--- src/sv/ssc_pkg.sv ---
// ----------------------------------------------------------------------------
// ssc_pkg
// Shared types and constants of the scaled sprite column decoder.
// ----------------------------------------------------------------------------
package ssc_pkg;

  localparam int FRAC_BITS      = 16;
  localparam int MAX_OUT_HEIGHT = 4096;

  localparam int BYTE_W     = 8;
  localparam int ROW_W      = 12;
  localparam int STEP_W     = 24;
  localparam int HEIGHT_W   = 13;
  localparam int POS_INT_W  = 16;  // integer part of the source position
  localparam int ORCNT_W    = 16;  // saturating output row counter
  localparam int MAX_WRITES = 64;  // writes per data byte
  localparam int WCNT_W     = 7;
  localparam int CFG_IDX_W  = 1;
  localparam int CFG_DATA_W = 24;

  localparam logic [BYTE_W-1:0] END_MARK = 8'hff;

  // output word kinds
  localparam logic KIND_PIXEL = 1'b0;
  localparam logic KIND_MARK  = 1'b1;

  localparam logic [CFG_IDX_W-1:0] REG_ROW_STEP   = 1'b0;
  localparam logic [CFG_IDX_W-1:0] REG_OUT_HEIGHT = 1'b1;

  localparam logic [STEP_W-1:0]   RESET_ROW_STEP   = 24'd65536;
  localparam logic [HEIGHT_W-1:0] RESET_OUT_HEIGHT = 13'd200;

  typedef struct packed {
    logic [BYTE_W-1:0] column_byte;
    logic              column_start;
  } in_word_t;

  typedef struct packed {
    logic              kind;
    logic [ROW_W-1:0]  row;
    logic [BYTE_W-1:0] pixel;
    logic              last;
  } out_word_t;

  // controller -> datapath
  typedef struct packed {
    logic load_byte;
    logic col_reset;
    logic load_len;
    logic clr_idx;
    logic load_top;
    logic step;
    logic clr_cnt;
    logic idx_inc;
    logic emit_pix;
    logic emit_mark;
  } ctrl_cmd_t;

  // datapath -> controller
  typedef struct packed {
    logic end_mark;
    logic len_zero;
    logic skip_need;
    logic hit;
    logic idx_done;
    logic out_free;
  } ctrl_status_t;

endpackage

--- src/sv/ssc_ctrl.sv ---
// ----------------------------------------------------------------------------
// ssc_ctrl
// Sequencer: post parse phase and per-byte work states.
// ----------------------------------------------------------------------------
module ssc_ctrl (
  input  logic                  clk_i,
  input  logic                  rst_ni,
  input  logic                  in_valid_i,
  input  logic                  column_start_i,
  output logic                  in_stall_o,
  input  ssc_pkg::ctrl_status_t status_i,
  output ssc_pkg::ctrl_cmd_t    cmd_o
);

  typedef enum logic [2:0] {
    ST_IDLE,
    ST_DISPATCH,
    ST_SKIP,
    ST_EMIT,
    ST_MARK
  } state_e;

  typedef enum logic [2:0] {
    PH_TOP  = 3'd0,
    PH_LEN  = 3'd1,
    PH_PAD  = 3'd2,
    PH_DATA = 3'd3,
    PH_TAIL = 3'd4
  } phase_e;

  state_e state_q, state_d;
  phase_e phase_q, phase_d;

  always_comb begin
    cmd_o   = '0;
    state_d = state_q;
    phase_d = phase_q;
    case (state_q)
      ST_IDLE: begin
        if (in_valid_i) begin
          cmd_o.load_byte = 1'b1;
          if (column_start_i) begin
            cmd_o.col_reset = 1'b1;
            phase_d         = PH_TOP;
          end
          state_d = ST_DISPATCH;
        end
      end
      ST_DISPATCH: begin
        case (phase_q)
          PH_LEN: begin
            cmd_o.load_len = 1'b1;
            phase_d        = PH_PAD;
            state_d        = ST_IDLE;
          end
          PH_PAD: begin
            cmd_o.clr_idx = 1'b1;
            phase_d       = status_i.len_zero ? PH_TAIL : PH_DATA;
            state_d       = ST_IDLE;
          end
          PH_DATA: begin
            cmd_o.clr_cnt = 1'b1;
            state_d       = ST_EMIT;
          end
          PH_TAIL: begin
            phase_d = PH_TOP;
            state_d = ST_IDLE;
          end
          default: begin
            if (status_i.end_mark) begin
              cmd_o.col_reset = 1'b1;
              phase_d         = PH_TOP;
              state_d         = ST_MARK;
            end else begin
              cmd_o.load_top = 1'b1;
              state_d        = ST_SKIP;
            end
          end
        endcase
      end
      ST_SKIP: begin
        if (status_i.skip_need) begin
          cmd_o.step = 1'b1;
        end else begin
          phase_d = PH_LEN;
          state_d = ST_IDLE;
        end
      end
      ST_EMIT: begin
        if (status_i.hit) begin
          if (status_i.out_free) begin
            cmd_o.emit_pix = 1'b1;
            cmd_o.step     = 1'b1;
          end
        end else begin
          cmd_o.idx_inc = 1'b1;
          phase_d       = status_i.idx_done ? PH_TAIL : PH_DATA;
          state_d       = ST_IDLE;
        end
      end
      ST_MARK: begin
        if (status_i.out_free) begin
          cmd_o.emit_mark = 1'b1;
          state_d         = ST_IDLE;
        end
      end
      default: begin
        state_d = ST_IDLE;
      end
    endcase
  end

  always_ff @(posedge clk_i or negedge rst_ni) begin
    if (!rst_ni) begin
      state_q <= ST_IDLE;
      phase_q <= PH_TOP;
    end else begin
      state_q <= state_d;
      phase_q <= phase_d;
    end
  end

  assign in_stall_o = (state_q != ST_IDLE);

endmodule

--- src/sv/ssc_datapath.sv ---
// ----------------------------------------------------------------------------
// ssc_datapath
// Position stepper, post registers, config registers and output register.
// ----------------------------------------------------------------------------
module ssc_datapath #(
  parameter int FRAC_BITS      = ssc_pkg::FRAC_BITS,
  parameter int MAX_OUT_HEIGHT = ssc_pkg::MAX_OUT_HEIGHT
) (
  input  logic                                 clk_i,
  input  logic                                 rst_ni,
  input  logic [ssc_pkg::BYTE_W-1:0]           column_byte_i,
  input  logic                                 cfg_we_i,
  input  logic [ssc_pkg::CFG_IDX_W-1:0]        cfg_idx_i,
  input  logic [ssc_pkg::CFG_DATA_W-1:0]       cfg_wdata_i,
  input  ssc_pkg::ctrl_cmd_t                   cmd_i,
  output ssc_pkg::ctrl_status_t                status_o,
  output logic                                 out_valid_o,
  input  logic                                 out_stall_i,
  output ssc_pkg::out_word_t                   out_word_o
);

  localparam int BYTE_W    = ssc_pkg::BYTE_W;
  localparam int STEP_W    = ssc_pkg::STEP_W;
  localparam int HEIGHT_W  = ssc_pkg::HEIGHT_W;
  localparam int POS_INT_W = ssc_pkg::POS_INT_W;
  localparam int ORCNT_W   = ssc_pkg::ORCNT_W;
  localparam int WCNT_W    = ssc_pkg::WCNT_W;
  localparam int ROW_W     = ssc_pkg::ROW_W;
  localparam int POS_W     = FRAC_BITS + POS_INT_W;

  localparam logic [STEP_W-1:0]   MIN_STEP = STEP_W'(1) << (FRAC_BITS - 6);
  localparam logic [HEIGHT_W-1:0] MAX_H    = HEIGHT_W'(MAX_OUT_HEIGHT);
  localparam logic [WCNT_W-1:0]   MAX_W    = WCNT_W'(ssc_pkg::MAX_WRITES);

  logic [STEP_W-1:0]   step_q;
  logic [HEIGHT_W-1:0] height_q;
  logic [BYTE_W-1:0]   byte_q, top_q, len_q, idx_q;
  logic [POS_W-1:0]    src_q;
  logic [ORCNT_W-1:0]  row_q;
  logic [WCNT_W-1:0]   cnt_q;
  logic                out_valid_q;
  ssc_pkg::out_word_t  out_q;

  logic [STEP_W-1:0]    eff_step;
  logic [HEIGHT_W-1:0]  eff_height;
  logic [POS_W-1:0]     src_next;
  logic [POS_INT_W-1:0] src_int, src_next_int;
  logic [BYTE_W:0]      want;
  logic [ORCNT_W:0]     row_inc;
  logic [ORCNT_W-1:0]   row_sat;
  logic [WCNT_W:0]      cnt_inc;
  logic [BYTE_W-1:0]    idx_next;
  logic                 more;

  assign eff_step     = (step_q < MIN_STEP) ? MIN_STEP : step_q;
  assign eff_height   = (height_q > MAX_H) ? MAX_H : height_q;
  assign src_next     = src_q + POS_W'(eff_step);
  assign src_int      = src_q[POS_W-1:FRAC_BITS];
  assign src_next_int = src_next[POS_W-1:FRAC_BITS];
  assign want         = {1'b0, top_q} + {1'b0, idx_q};
  assign row_inc      = {1'b0, row_q} + (ORCNT_W+1)'(1);
  assign row_sat      = row_inc[ORCNT_W] ? row_q : row_inc[ORCNT_W-1:0];
  assign cnt_inc      = {1'b0, cnt_q} + (WCNT_W+1)'(1);
  assign idx_next     = idx_q + BYTE_W'(1);

  // does the row after this write hit the same byte again
  assign more = (cnt_inc < (WCNT_W+1)'(MAX_W))
             && (src_next_int == POS_INT_W'(want))
             && (row_inc < (ORCNT_W+1)'(eff_height));

  always_comb begin
    status_o           = '0;
    status_o.end_mark  = (byte_q == ssc_pkg::END_MARK);
    status_o.len_zero  = (len_q == '0);
    status_o.skip_need = (src_int < POS_INT_W'(top_q));
    status_o.hit       = (cnt_q < MAX_W)
                      && (src_int == POS_INT_W'(want))
                      && (row_q < ORCNT_W'(eff_height));
    status_o.idx_done  = (idx_next >= len_q);
    status_o.out_free  = !out_valid_q || !out_stall_i;
  end

  // config registers
  always_ff @(posedge clk_i or negedge rst_ni) begin
    if (!rst_ni) begin
      step_q   <= ssc_pkg::RESET_ROW_STEP;
      height_q <= ssc_pkg::RESET_OUT_HEIGHT;
    end else if (cfg_we_i) begin
      case (cfg_idx_i)
        ssc_pkg::REG_ROW_STEP:   step_q   <= cfg_wdata_i[STEP_W-1:0];
        ssc_pkg::REG_OUT_HEIGHT: height_q <= cfg_wdata_i[HEIGHT_W-1:0];
        default: ;
      endcase
    end
  end

  // column state
  always_ff @(posedge clk_i or negedge rst_ni) begin
    if (!rst_ni) begin
      src_q <= '0;
      row_q <= '0;
      top_q <= '0;
      len_q <= '0;
      idx_q <= '0;
      cnt_q <= '0;
    end else begin
      if (cmd_i.col_reset) begin
        src_q <= '0;
        row_q <= '0;
        top_q <= '0;
        len_q <= '0;
        idx_q <= '0;
      end else begin
        if (cmd_i.step) begin
          src_q <= src_next;
          row_q <= row_sat;
        end
        if (cmd_i.load_top) top_q <= byte_q;
        if (cmd_i.load_len) len_q <= byte_q;
        if (cmd_i.clr_idx) begin
          idx_q <= '0;
        end else if (cmd_i.idx_inc) begin
          idx_q <= idx_next;
        end
      end
      if (cmd_i.clr_cnt) begin
        cnt_q <= '0;
      end else if (cmd_i.emit_pix) begin
        cnt_q <= cnt_inc[WCNT_W-1:0];
      end
    end
  end

  always_ff @(posedge clk_i) begin
    if (cmd_i.load_byte) byte_q <= column_byte_i;
  end

  // output register
  always_ff @(posedge clk_i or negedge rst_ni) begin
    if (!rst_ni) begin
      out_valid_q <= 1'b0;
    end else if (cmd_i.emit_pix || cmd_i.emit_mark) begin
      out_valid_q <= 1'b1;
    end else if (!out_stall_i) begin
      out_valid_q <= 1'b0;
    end
  end

  always_ff @(posedge clk_i) begin
    if (cmd_i.emit_pix) begin
      out_q.kind  <= ssc_pkg::KIND_PIXEL;
      out_q.row   <= row_q[ROW_W-1:0];
      out_q.pixel <= byte_q;
      out_q.last  <= !more;
    end else if (cmd_i.emit_mark) begin
      out_q.kind  <= ssc_pkg::KIND_MARK;
      out_q.row   <= '0;
      out_q.pixel <= '0;
      out_q.last  <= 1'b1;
    end
  end

  assign out_valid_o = out_valid_q;
  assign out_word_o  = out_q;

endmodule

--- src/sv/scaled_sprite_column_decoder.sv ---
// ----------------------------------------------------------------------------
// scaled_sprite_column_decoder
// Turns a sprite column post stream into scaled per-row pixel writes.
// ----------------------------------------------------------------------------
// Use:
//   in channel  : one column byte per word (in_valid_i / in_stall_o), with
//                 column_start set on the first byte of a new column.
//   out channel : pixel writes and end-of-column markers (out_valid_o /
//                 out_stall_i); last marks the final word caused by a byte.
//   cfg port    : cfg_we_i writes row_step (index 0) or out_height (index 1);
//                 write only while the block is idle.
// Sequence: one byte is worked at a time; length, pad and tail bytes are
//   simply dispatched. A top-row byte steps the position once per output row
//   skipped before the post. A data byte makes one pixel write per output row
//   on it (up to 64); an end mark waits for a free output register. The
//   position stepper adds row_step once per cycle, held while a write stalls.
// Results sit in a single output register; a stalled receiver holds the
//   word and pauses further writes and markers until it is taken, and a new
//   byte is taken while a finished word still waits.
// Reset: async, active low; row_step = 1.0, out_height = 200, column state
//   cleared, output empty.
// ----------------------------------------------------------------------------
module scaled_sprite_column_decoder #(
  parameter int FRAC_BITS      = ssc_pkg::FRAC_BITS,
  parameter int MAX_OUT_HEIGHT = ssc_pkg::MAX_OUT_HEIGHT
) (
  input  logic                            clk_i,
  input  logic                            rst_ni,
  input  logic                            in_valid_i,
  output logic                            in_stall_o,
  input  ssc_pkg::in_word_t               in_word_i,
  output logic                            out_valid_o,
  input  logic                            out_stall_i,
  output ssc_pkg::out_word_t              out_word_o,
  input  logic                            cfg_we_i,
  input  logic [ssc_pkg::CFG_IDX_W-1:0]   cfg_idx_i,
  input  logic [ssc_pkg::CFG_DATA_W-1:0]  cfg_wdata_i
);

  ssc_pkg::ctrl_cmd_t    cmd;
  ssc_pkg::ctrl_status_t status;

  // sequencer: parse phase, skip loop, write loop, marker
  ssc_ctrl u_ctrl (
    .clk_i          (clk_i),
    .rst_ni         (rst_ni),
    .in_valid_i     (in_valid_i),
    .column_start_i (in_word_i.column_start),
    .in_stall_o     (in_stall_o),
    .status_i       (status),
    .cmd_o          (cmd)
  );

  // position / row counters, post fields, config, output register
  ssc_datapath #(
    .FRAC_BITS      (FRAC_BITS),
    .MAX_OUT_HEIGHT (MAX_OUT_HEIGHT)
  ) u_dp (
    .clk_i         (clk_i),
    .rst_ni        (rst_ni),
    .column_byte_i (in_word_i.column_byte),
    .cfg_we_i      (cfg_we_i),
    .cfg_idx_i     (cfg_idx_i),
    .cfg_wdata_i   (cfg_wdata_i),
    .cmd_i         (cmd),
    .status_o      (status),
    .out_valid_o   (out_valid_o),
    .out_stall_i   (out_stall_i),
    .out_word_o    (out_word_o)
  );

endmodule

--- config.mk ---
export PLATFORM = sky130hd
export DESIGN_NAME = scaled_sprite_column_decoder
export DESIGN_NICKNAME = d
export VERILOG_FILES = /design/src/sv/ssc_pkg.sv /design/src/sv/ssc_ctrl.sv /design/src/sv/ssc_datapath.sv /design/src/sv/scaled_sprite_column_decoder.sv
export SDC_FILE = /design/constraint.sdc
export NUM_CORES = 1
export LEC_CHECK = 0
export BUFFER_PORTS_ARGS = -buffer_cell sky130_fd_sc_hd__buf_2
export CAP_MARGIN = 20
export CORE_ASPECT_RATIO = 0.8
export CORE_MARGIN = 2
export CORE_UTILIZATION = 55
export CTS_CLUSTER_SIZE = 12
export DETAILED_ROUTE_END_ITERATION = 8
export GPL_ROUTABILITY_DRIVEN = 0
export PLACE_DENSITY = 0.73
export SLEW_MARGIN = 20
export SYNTH_ARGS = -nofsm -noshare
export SYNTH_HDL_FRONTEND = slang
export SYNTH_SLANG_ARGS = --single-unit
--- constraint.sdc ---
create_clock -name clk_i -period 8.05 [get_ports clk_i]
set_input_delay 0.805 -clock clk_i [delete_from_list [all_inputs] [get_ports clk_i]]
set_output_delay 0.805 -clock clk_i [all_outputs]
set_load 0.01 [all_outputs]
; ---- Word level (Yosys, flattened, before mapping)
; Index checks and enable logic that the tools add are counted.
[op_classes]
addsub = 5
magnitude_cmp = 8
eq_ne = 20
mux = 56
n_bitwise = 1
n_reduce_logical = 26
[op_table]
columns = cell, count
row1 = $mux 32, 2
row2 = $mux 8, 7
row3 = $mux 16, 3
row4 = $mux 21, 2
row5 = $mux 3, 13
row6 = $add 32x24->32, 1
row7 = $eq 16x9->1, 2
row8 = $lt 24x11->1 const B, 1
row9 = $mux 24, 1
row10 = $pmux 3 s4, 2
row11 = $add 16x1->17 const B, 1
row12 = $lt 17x13->1, 1
row13 = $mux 1, 17
row14 = $lt 16x13->1, 1
row15 = $lt 16x8->1, 1
row16 = $pmux 3 s5, 1
row17 = $mux 7, 2
row18 = $ne 2x2->1 const B, 7
row19 = $gt 13x13->1 const B, 1
row20 = $mux 13, 1
row21 = $eq 3x2->1 const B, 4
row22 = $reduce_bool 2->1, 5
row23 = $add 8x8->9, 1
row24 = $add 7x1->8 const B, 1
row25 = other kinds (25), 38
[word_totals]
ff_bits = 153
in_bits = 39
output_inout_bits = 24
elab_cells = 132

; ---- Logic depth before layout (Yosys ltp)
; Gate-level depths: netlist of the first run.
[depth]
ltp_word = 9
depth_mapped = 16
ltp_nobuf = 15

; ---- Hierarchy
; Synthesis of the first run repeated with hierarchy kept, for this count alone.
[unflattened]
cells_unflattened = 1068
area_unflattened_um2 = 10139.7
[modules_own_cells]
columns = mod, n_inst, cells_per_inst, area_per_inst_um2, seq_area_each_um2
row1 = ssc_datapath, 1, 1013, 9645.5, 3823.7
row2 = ssc_ctrl, 1, 55, 494.2, 150.1

; ---- Worst setup path after synthesis of the first run
; OpenSTA, ideal clock, no wires.
[synth_path]
path_kind = reg-to-reg
start = register u_dp.idx_q[0]
end = register u_dp.out_q (netlist bit u_dp.out_word_o[0]) (enable)
setup_time_ps = 399
arrival_ps = 3828
t_required_ps = 7651
setup_slack_ps = 3823
path_stages_with_launch = 13
n_path_buf = 1
synth_period_minus_slack_ps = 4227
path_cell_list = dfrtp_1 ha_1 fa_1 a211oi_1 o21bai_1 mux2i_1 a2111oi_0 nand4b_1 or3_1 buf_2 nor2_1 a21oi_1 nor2_1
[synth_between]
elab_chain_cells = 7
[synth_lines]
columns = item, line
row1 = "start, declared", ssc_datapath.sv:37  ; logic [BYTE_W-1:0] byte_q, top_q, len_q, idx_q;
row2 = "start signal, assigned", ssc_datapath.sv:123  ; idx_q <= idx_next;
row3 = $add 8x8->9, ssc_datapath.sv:60  ; assign want = {1'b0, top_q} + {1'b0, idx_q};
row4 = $eq 16x9->1, ssc_datapath.sv:77  ; && (src_int == POS_INT_W'(want))
row5 = $logic_and 1x1->1, ssc_datapath.sv:77
row6 = $logic_and 1x1->1, ssc_datapath.sv:78  ; && (row_q < ORCNT_W'(eff_height));
row7 = $mux 1, ssc_ctrl.sv:90  ; if (status_i.hit) begin
row8 = $mux 2, ssc_ctrl.sv:38  ; case (state_q)
row9 = $reduce_bool 2->1 (no line), -
row10 = "end, declared", ssc_datapath.sv:42  ; ssc_pkg::out_word_t out_q;
; No other way between the ends.
; A chain may end at the register's enable or synchronous reset.

; ---- Worst setup path after layout of the first run
[layout_path]
start = register u_dp.step_q[14]
end = register u_dp.out_q (netlist bit u_dp.out_word_o[0]) (data pin)
[layout_between]
elab_chain_cells = 8
[layout_lines]
columns = item, line
row1 = "start, declared", ssc_datapath.sv:35  ; logic [STEP_W-1:0] step_q;
row2 = "start signal, assigned", ssc_datapath.sv:86  ; step_q <= ssc_pkg::RESET_ROW_STEP;
row3 = "start signal, assigned", ssc_datapath.sv:90  ; ssc_pkg::REG_ROW_STEP: step_q <= cfg_wdata_i[STEP_W-1:0];
row4 = $lt 24x11->1, ssc_datapath.sv:55  ; assign eff_step = (step_q < MIN_STEP) ? MIN_STEP : step_q;
row5 = $mux 24 *, ssc_datapath.sv:55
row6 = $add 32x24->32 *, ssc_datapath.sv:57  ; assign src_next = src_q + POS_W'(eff_step);
row7 = $eq 16x9->1 *, ssc_datapath.sv:68  ; && (src_next_int == POS_INT_W'(want))
row8 = $logic_and 1x1->1 *, ssc_datapath.sv:68
row9 = $logic_and 1x1->1 *, ssc_datapath.sv:69  ; && (row_inc < (ORCNT_W+1)'(eff_height));
row10 = $logic_not 1->1 *, ssc_datapath.sv:154  ; out_q.last <= !more;
row11 = $mux 21 *, ssc_datapath.sv:150  ; if (cmd_i.emit_pix) begin
; Mark *: on every way between the ends. The rest lies on a longest branch, timed or not.

==> results of run 1 <==
## registers in the layout, summed over array words and instances (netlist names)
register / cells
u_ctrl.phase_q: 3
u_dp.idx_q: 8
u_dp.cnt_q: 7
u_ctrl.state_q: 3
u_dp.byte_q: 8
u_dp.row_q: 16
u_dp.step_q: 24
u_dp.src_q: 32
u_dp.height_q: 13
u_dp.len_q: 8
u_dp.out_word_o: 22
u_dp.out_valid_o: 1
u_dp.top_q: 8
## critical path, stage by stage (launching register included)
cell	delay, ns
dfrtp_1	0.40
nor4_1	0.35
nand4_1	0.46
and2_1	0.34
ha_1	0.33
and2_1	0.19
a221o_1	0.33
nor3_1	0.35
o211ai_1	0.20
a2111oi_0	0.40
o41ai_1	0.18
xnor2_1	0.26
xor2_1	0.10
a2111o_1	0.41
## area by class of cell
cell class / instances / share of cell area, %
Sequential cell: 153 / 36.47
Multi-Input combinational cell: 814 / 51.09
Timing Repair Buffer: 71 / 3.491
Clock inverter: 15 / 1.286
Tap cell: 225 / 2.584
Inverter: 34 / 1.171
Clock buffer: 17 / 3.904
## synth_stat cells, drive strengths merged, types with 4 or more instances
| master | number | area, um2 |
|---|---|---|
| a2111oi | 4 | 35.03 |
| a211oi | 10 | 92.59 |
| a21o | 17 | 127.6 |
| a21oi | 46 | 230.2 |
| a22o | 5 | 43.79 |
| a31o | 5 | 43.79 |
| a31oi | 6 | 37.54 |
| and2 | 40 | 250.2 |
| and3 | 13 | 81.33 |
| and4 | 4 | 35.03 |
| buf | 10 | 45.04 |
| clkbuf | 50 | 187.7 |
| dfrtp | 119 | 2978 |
| dfstp | 4 | 105.1 |
| edfxtp | 29 | 870.8 |
| ha | 74 | 925.9 |
| inv | 34 | 127.6 |
| mux2 | 41 | 461.7 |
| mux2i | 12 | 120.1 |
| nand2 | 109 | 409.1 |
| nand2b | 22 | 137.6 |
| nand3 | 75 | 375.4 |
| nand4 | 14 | 87.58 |
| nor2 | 73 | 274.0 |
| nor2b | 9 | 56.30 |
| nor3 | 18 | 90.09 |
| nor4 | 13 | 87.58 |
| o211ai | 9 | 72.57 |
| o21a | 8 | 60.06 |
| o21ai | 64 | 320.3 |
| o31ai | 6 | 45.04 |
| or2 | 5 | 31.28 |
| or3 | 8 | 50.05 |
| xnor2 | 35 | 306.5 |
| xor2 | 17 | 156.4 |
## how the worst max path moves through the flow
stage | from | end | slack, ns | cells after the start
after floorplan | u_dp.idx_q[0] | u_dp.out_word_o[0] | 3.82 | 12
after global placement | u_dp.idx_q[0] | u_dp.out_word_o[14] | 3.49 | 11
after detailed placement | u_dp.idx_q[0] | u_dp.out_word_o[12] | 3.33 | 11
after CTS | u_dp.idx_q[0] | u_dp.out_word_o[0] | 3.28 | 11
after global routing | u_dp.idx_q[0] | u_dp.out_word_o[15] | 3.13 | 11
final | u_dp.step_q[14] | u_dp.out_word_o[0] | 3.49 | 13
## cells by family (layout without fill, tap and decap cells)
logic type	count (synthesis)	after routing	share of synthesized area, %
simple gates	414	414	20.82
compound gates	217	217	14.47
flops	153	153	40.24
buf+inv	94	137	3.649
fa+ha+maj	76	76	9.782
xor+xnor	54	54	5.144
mux	53	53	5.892
## where the power goes
group	leakage (nW)	switching, mW	internal [mW]
combinational	2.96	0.972	0.721
clock	0.269	0.358	0.405
sequential	1.88	0.187	0.947
total	5.11	1.52	2.07
## metrics by stage
| step | std cells | hold slack, ns |
|---|---|---|
| floorplan | 1061 | 0.4666 |
| global placement | 1297 | 0.4828 |
| detailed placement | 1297 | 0.4920 |
| CTS | 1329 | 0.4629 |
| global route | 1329 | 0.4990 |
| finish | 1329 | 0.4379 |
## per-layer routing
metal  vias to the layer above  GRT usage, %  routed length, um  part of all wire, %
met5                         -             0                  0                    0
li1                       3887             -                  -                    -
met2                       267         40.15              10310                   43
met1                      3875         40.97              12030                   50
met4                         0         5.841                281                  1.2
met3                        25         4.941               1573                  6.5
==> out/metrics.yaml, run 1 <==
status:
  run_status: "finished, final reports clean"
global_routing:
  gr-usage-all-layers_pct: 26.90
  grt_pass1_vias: 7702
  grt_max_degree: 65
  grt_remaining_overflow: 0
  grt_pass1_wl_um: 40310
  antenna_found_initial: 0
final_layout:
  final_cell_mix: "119 x dfrtp_1, 109 x nand2_1, 75 x nand3_1"
  area_growth_pct: 10.34
  final_core_util_pct: 62.31
  layout.nets: 1206
  final_common_cell: "dfrtp_1"
  antenna_cells: 0
  n_fill_cell: 1465
  final_area_um2: 10900
  final-seq-area_um2: 3974
  drive_above_1_share_pct: 15.22
  multi_input_area_um2: 5567
clocking:
  cts_root_buf: "clkbuf_16"
  cts_hold_buf: 0
  cts-buffers-inserted: 17
  postCtsSetupRepairBufs: 0
  cts_resized: 0
  worstSkewPairLatency_ns: 0.44
  h-tree-depth: 4
  clockBufferDepth: 2
  clk_pin_slew_worst_paths_ns: 0.07
  cts_tree: "done"
  cts.sinks: 153
timing:
  drv_slew: 0
  tns_ns: 0
  max_slew_margin_pct: 42.51
  skew_ns: 0.01335
  finalCritPeriodShare_pct: 56.62
  timing.final.hold_violations: 0
  setup_violations: 0
  fin_ws_ns: 3.492
  tightest_slew_ns: 0.8545
  fmax_ghz: 0.2194
  rsz0062_at_grt: "false"
  period_minus_slack_ns: 4.558
run:
  maxCapViolations: 0
critical_path:
  crit_path_max_fanout: 11
  r2r_start: "u_dp.step_q[14]"
  worstSetupPathType: "register to register"
  arrival_ns: 4.73
  rrSetupSlack_ns: 3.49
  worstSetupEndpointType: "register"
  cp-start-kind: "register"
  critical_path_required_ns: 8.23
  r2r_cells: 13
  r2r_end: "u_dp.out_word_o[0]"
placement:
  pre_cts_ws_ns: 3.330
  io_buffers: 62
  placed_area_um2: 10320
  dp_hpwl_um: 17840
synthesis:
  synth-main-ff-cell: "dfrtp_1"
  syn_avg_cell_area_um2: 9.307
  synthesis.area_um2: 9874
  synth_nets: 1176
  ys_async_sr_fraction_pct: 80.39
  synth_warnings: 0
  synth_seq_area_share_pct: 40.24
  synth_seq_cells: 153
  synthCells: 1061
  synth_edf_count: 29
  synth_cell_type_count: 72
drt:
  wl_per_cell_um: 18.21
  ant_nets: 0
  drt_iter0_drc: 718
  viasPerCell: 6.060
  dr.pass1.iters: 5
  drc_errors: 0
  vias: 8054
  detail_route.wirelength_um: 24200
floorplanning:
  fp.dieW_um: 153.8
  rows: 43
  dieArea_um2: 19050
  num_io_pins: 63
  die_y_um: 123.8
  initial_utilization_pct: 56.47
  core_area_um2: 17490
power_and_ir_drop:
  total_power_mw: 3.590
  power.leakage_nw: 5.114
  vdd_ir_drop_max_mv: 0.1687
  p_per_area_nw_per_um2: 329.5
hold_path:
  min_path_type: "input port to async pin"
(Power assumes the default switching activity.)
==> run 2: changes to the inputs <==
ABC_AREA = 1   (was unset)
clock period = 4.57 ns   (was 8.05 ns; I/O delays follow)
==> run 2 against run 1 <==
  * The run now ends with hold timing left
  * Wire length rose by 8.0%
  * Design area rose by 3.4%
  * Power rose by 69%
  * Critical path depth rose by 11
  * Via count rose by 15%
  * Clock skew barely moved
  * Clock-buffer cell count rose by 4
  * Fmax rose by 18%
  * Worst hold slack got worse by 0.44 ns
  * Critical path type unchanged
  * Critical endpoint unchanged
  * Largest cell class unchanged
  * Highest routed layer unchanged
==> out/metrics.yaml, run 2 <==
global_routing:
  grt_max_degree: 48
  met1_usage_pct: 41.82
  antenna_found_initial: 0
  busiest_layer: "met2"
  grt_remaining_overflow: 0
  gr-usage-all-layers_pct: 27.93
  grt_pass1_vias: 8728
  grt_use_met3_pct: 5.334
  met2_usage_pct: 41.98
  grt_pass1_wl_um: 43420
final_layout:
  final_area_um2: 11270
  layout.nets: 1547
  area_growth_pct: 10.31
  largest_reg_flops: 32
  finalNonFillerCells: 1675
  largest-register: "u_dp.src_q"
  drive_above_1_share_pct: 9.135
  antenna_cells: 0
  final_cell_mix: "362 x nand2_1, 209 x inv_1, 138 x nor2_1"
  final_core_util_pct: 62.02
  final_common_cell: "nand2_1"
placement:
  dp.cells: 1643
  io_buffers: 62
  placed_area_um2: 10700
  pre_cts_ws_ns: 0.7759
  dp_hpwl_um: 20100
timing:
  setup_violations: 0
  skew_ns: 0.01325
  fmax_ghz: 0.2587
  fin_ws_ns: 0.7047
  worst_hold_slack_ns: -0.003265
  tightest_slew_ns: 0.7285
  timing.final.hold_violations: 6
  period_minus_slack_ns: 3.865
  rsz0062_at_grt: "false"
  max_slew_margin_pct: 51.26
  tns_ns: 0
  finalCritPeriodShare_pct: 84.58
  drv_slew: 0
power_and_ir_drop:
  vdd_ir_drop_max_mv: 0.2037
  power.leakage_nw: 5.743
  total_power_mw: 6.052
  p_per_area_nw_per_um2: 537.1
drt:
  detail_route.wirelength_um: 26140
  wl_per_cell_um: 15.60
  viasPerCell: 5.532
  drt_iter0_drc: 901
  ant_nets: 0
  drc_errors: 0
  dr.pass1.iters: 6
  vias: 9266
floorplanning:
  die_y_um: 125.9
  num_io_pins: 63
  fp.dieW_um: 156.4
  rows: 44
  initial_utilization_pct: 56.23
  core_area_um2: 18170
  dieArea_um2: 19690
critical_path:
  crit_path_max_fanout: 10
  r2r_start: "u_dp.step_q[16]"
  rrSetupSlack_ns: 0.70
  worstSetupEndpointType: "register"
  cp-start-kind: "register"
  critical_path_required_ns: 4.74
  r2r_cells: 24
  worstSetupPathType: "register to register"
  arrival_ns: 4.04
  critical_path.startpoint: "u_dp.step_q[16]"
synthesis:
  synth_cell_type_count: 49
  yosysTopAreaCellShare_pct: 29.15
  synth_edf_count: 29
  syn_avg_cell_area_um2: 7.413
  synth-main-ff-cell: "dfrtp_1"
  synth_nets: 1493
  synthCells: 1378
  yosysTopAreaCell: "dfrtp_1"
  ys_async_sr_fraction_pct: 80.39
  synthesis.area_um2: 10210
  synth_warnings: 0
  synth_common_cells: "362 x nand2_1, 209 x inv_1, 138 x nor2_1"
  synth_seq_area_share_pct: 38.90
  synthTopCellsByArea: "dfrtp_1 29%, nand2_1 13%, ha_1 9.1%, edfxtp_1 8.5%, inv_1 7.7%"
  yosysMostFrequentCell: "nand2_1"
  synth_seq_cells: 153
clocking:
  cts_tree: "done"
  cts_resized: 0
  clockBufferDepth: 2
  h-tree-depth: 4
  cts_root_buf: "clkbuf_16"
  cts.sinks: 153
  worstSkewPairLatency_ns: 0.44
  cts_hold_buf: 0
  postCtsSetupRepairBufs: 0
  clk_pin_slew_worst_paths_ns: 0.07
  cts-buffers-inserted: 17
status:
  violations: "hold timing"
  run_status: "finished with violations"
hold_path:
  min_path_type: "input port to async pin"
run:
  maxCapViolations: 0
## run 2: cell count changes in the layout (fill, tap and decap cells not counted), sizes merged, moves of 14 or more
cell / change
nand2: +258
inv: +176
xor2: +14
mux2: -28
o21ai: +37
nand2b: -22
and2: -36
nor2: +68
nand4: +16
xnor2: -26
a21o: -17
nand3: +22
## run 2: path summary, 6_finish.rpt
| kind | to |
|---|---|
| max | u_dp.out_word_o[0] |
| min | u_dp.row_q[2] |
| max reg2reg | u_dp.out_word_o[0] |
| min reg2reg | u_dp.out_word_o[21] |
| max in group asynchronous | u_dp.idx_q[0] |
| min in group clk_i | u_dp.byte_q[2] |
## run 2: cell type report
type | instances | area [um2]
inverter | 212 | 795.8
clock buffer | 21 | 450.4
sequential | 153 | 3974
multi-input combinational | 981 | 5289
timing repair buffer | 67 | 350.3
clock inverter | 11 | 121.4
fill | 1614 | 6899
tap | 230 | 287.8
## run 2: logic make-up after synthesis
family / share of synthesized area (%)
xor gates and xnor gates: 3.430
muxes: 1.433
adders and majority gates: 9.456
DFF: 38.90
and+or+nand+nor: 29.24
buffers and inverters: 9.321
AOI/OAI and AO/OA: 8.219
## run 2: critical path: stages (launching register included)
cell and delay [ns]:
dfstp_2 0.54, nor4_1 0.05, and2_0 0.19, nand2_1 0.10
clkinv_1 0.27, nor2_1 0.20, ha_1 0.24, inv_1 0.10
fa_1 0.41, inv_1 0.12, nand3_1 0.08, nand3_1 0.14
nand2_1 0.07, nand2_1 0.14, nand2_1 0.09, nand2_1 0.09
nand2_1 0.08, nand2_1 0.09, nand2_1 0.05, nand2_1 0.05
nand2_1 0.04, nor2_1 0.10, nand4_1 0.12, nor2_1 0.11
nand3_1 0.11
## run 2: power by group
group	internal (mW)	total, mW	switching, mW
Clock	0.820	1.41	0.595
Combinational	0.936	2.75	1.81
Sequential	1.66	1.89	0.234
## run 2: routing by layer
metal | vias to the layer above | share of wire [%]
met2 | 300 | 43
met4 | 0 | 1.2
li1 | 4559 | -
met1 | 4377 | 48
met5 | - | 0
met3 | 30 | 7.3
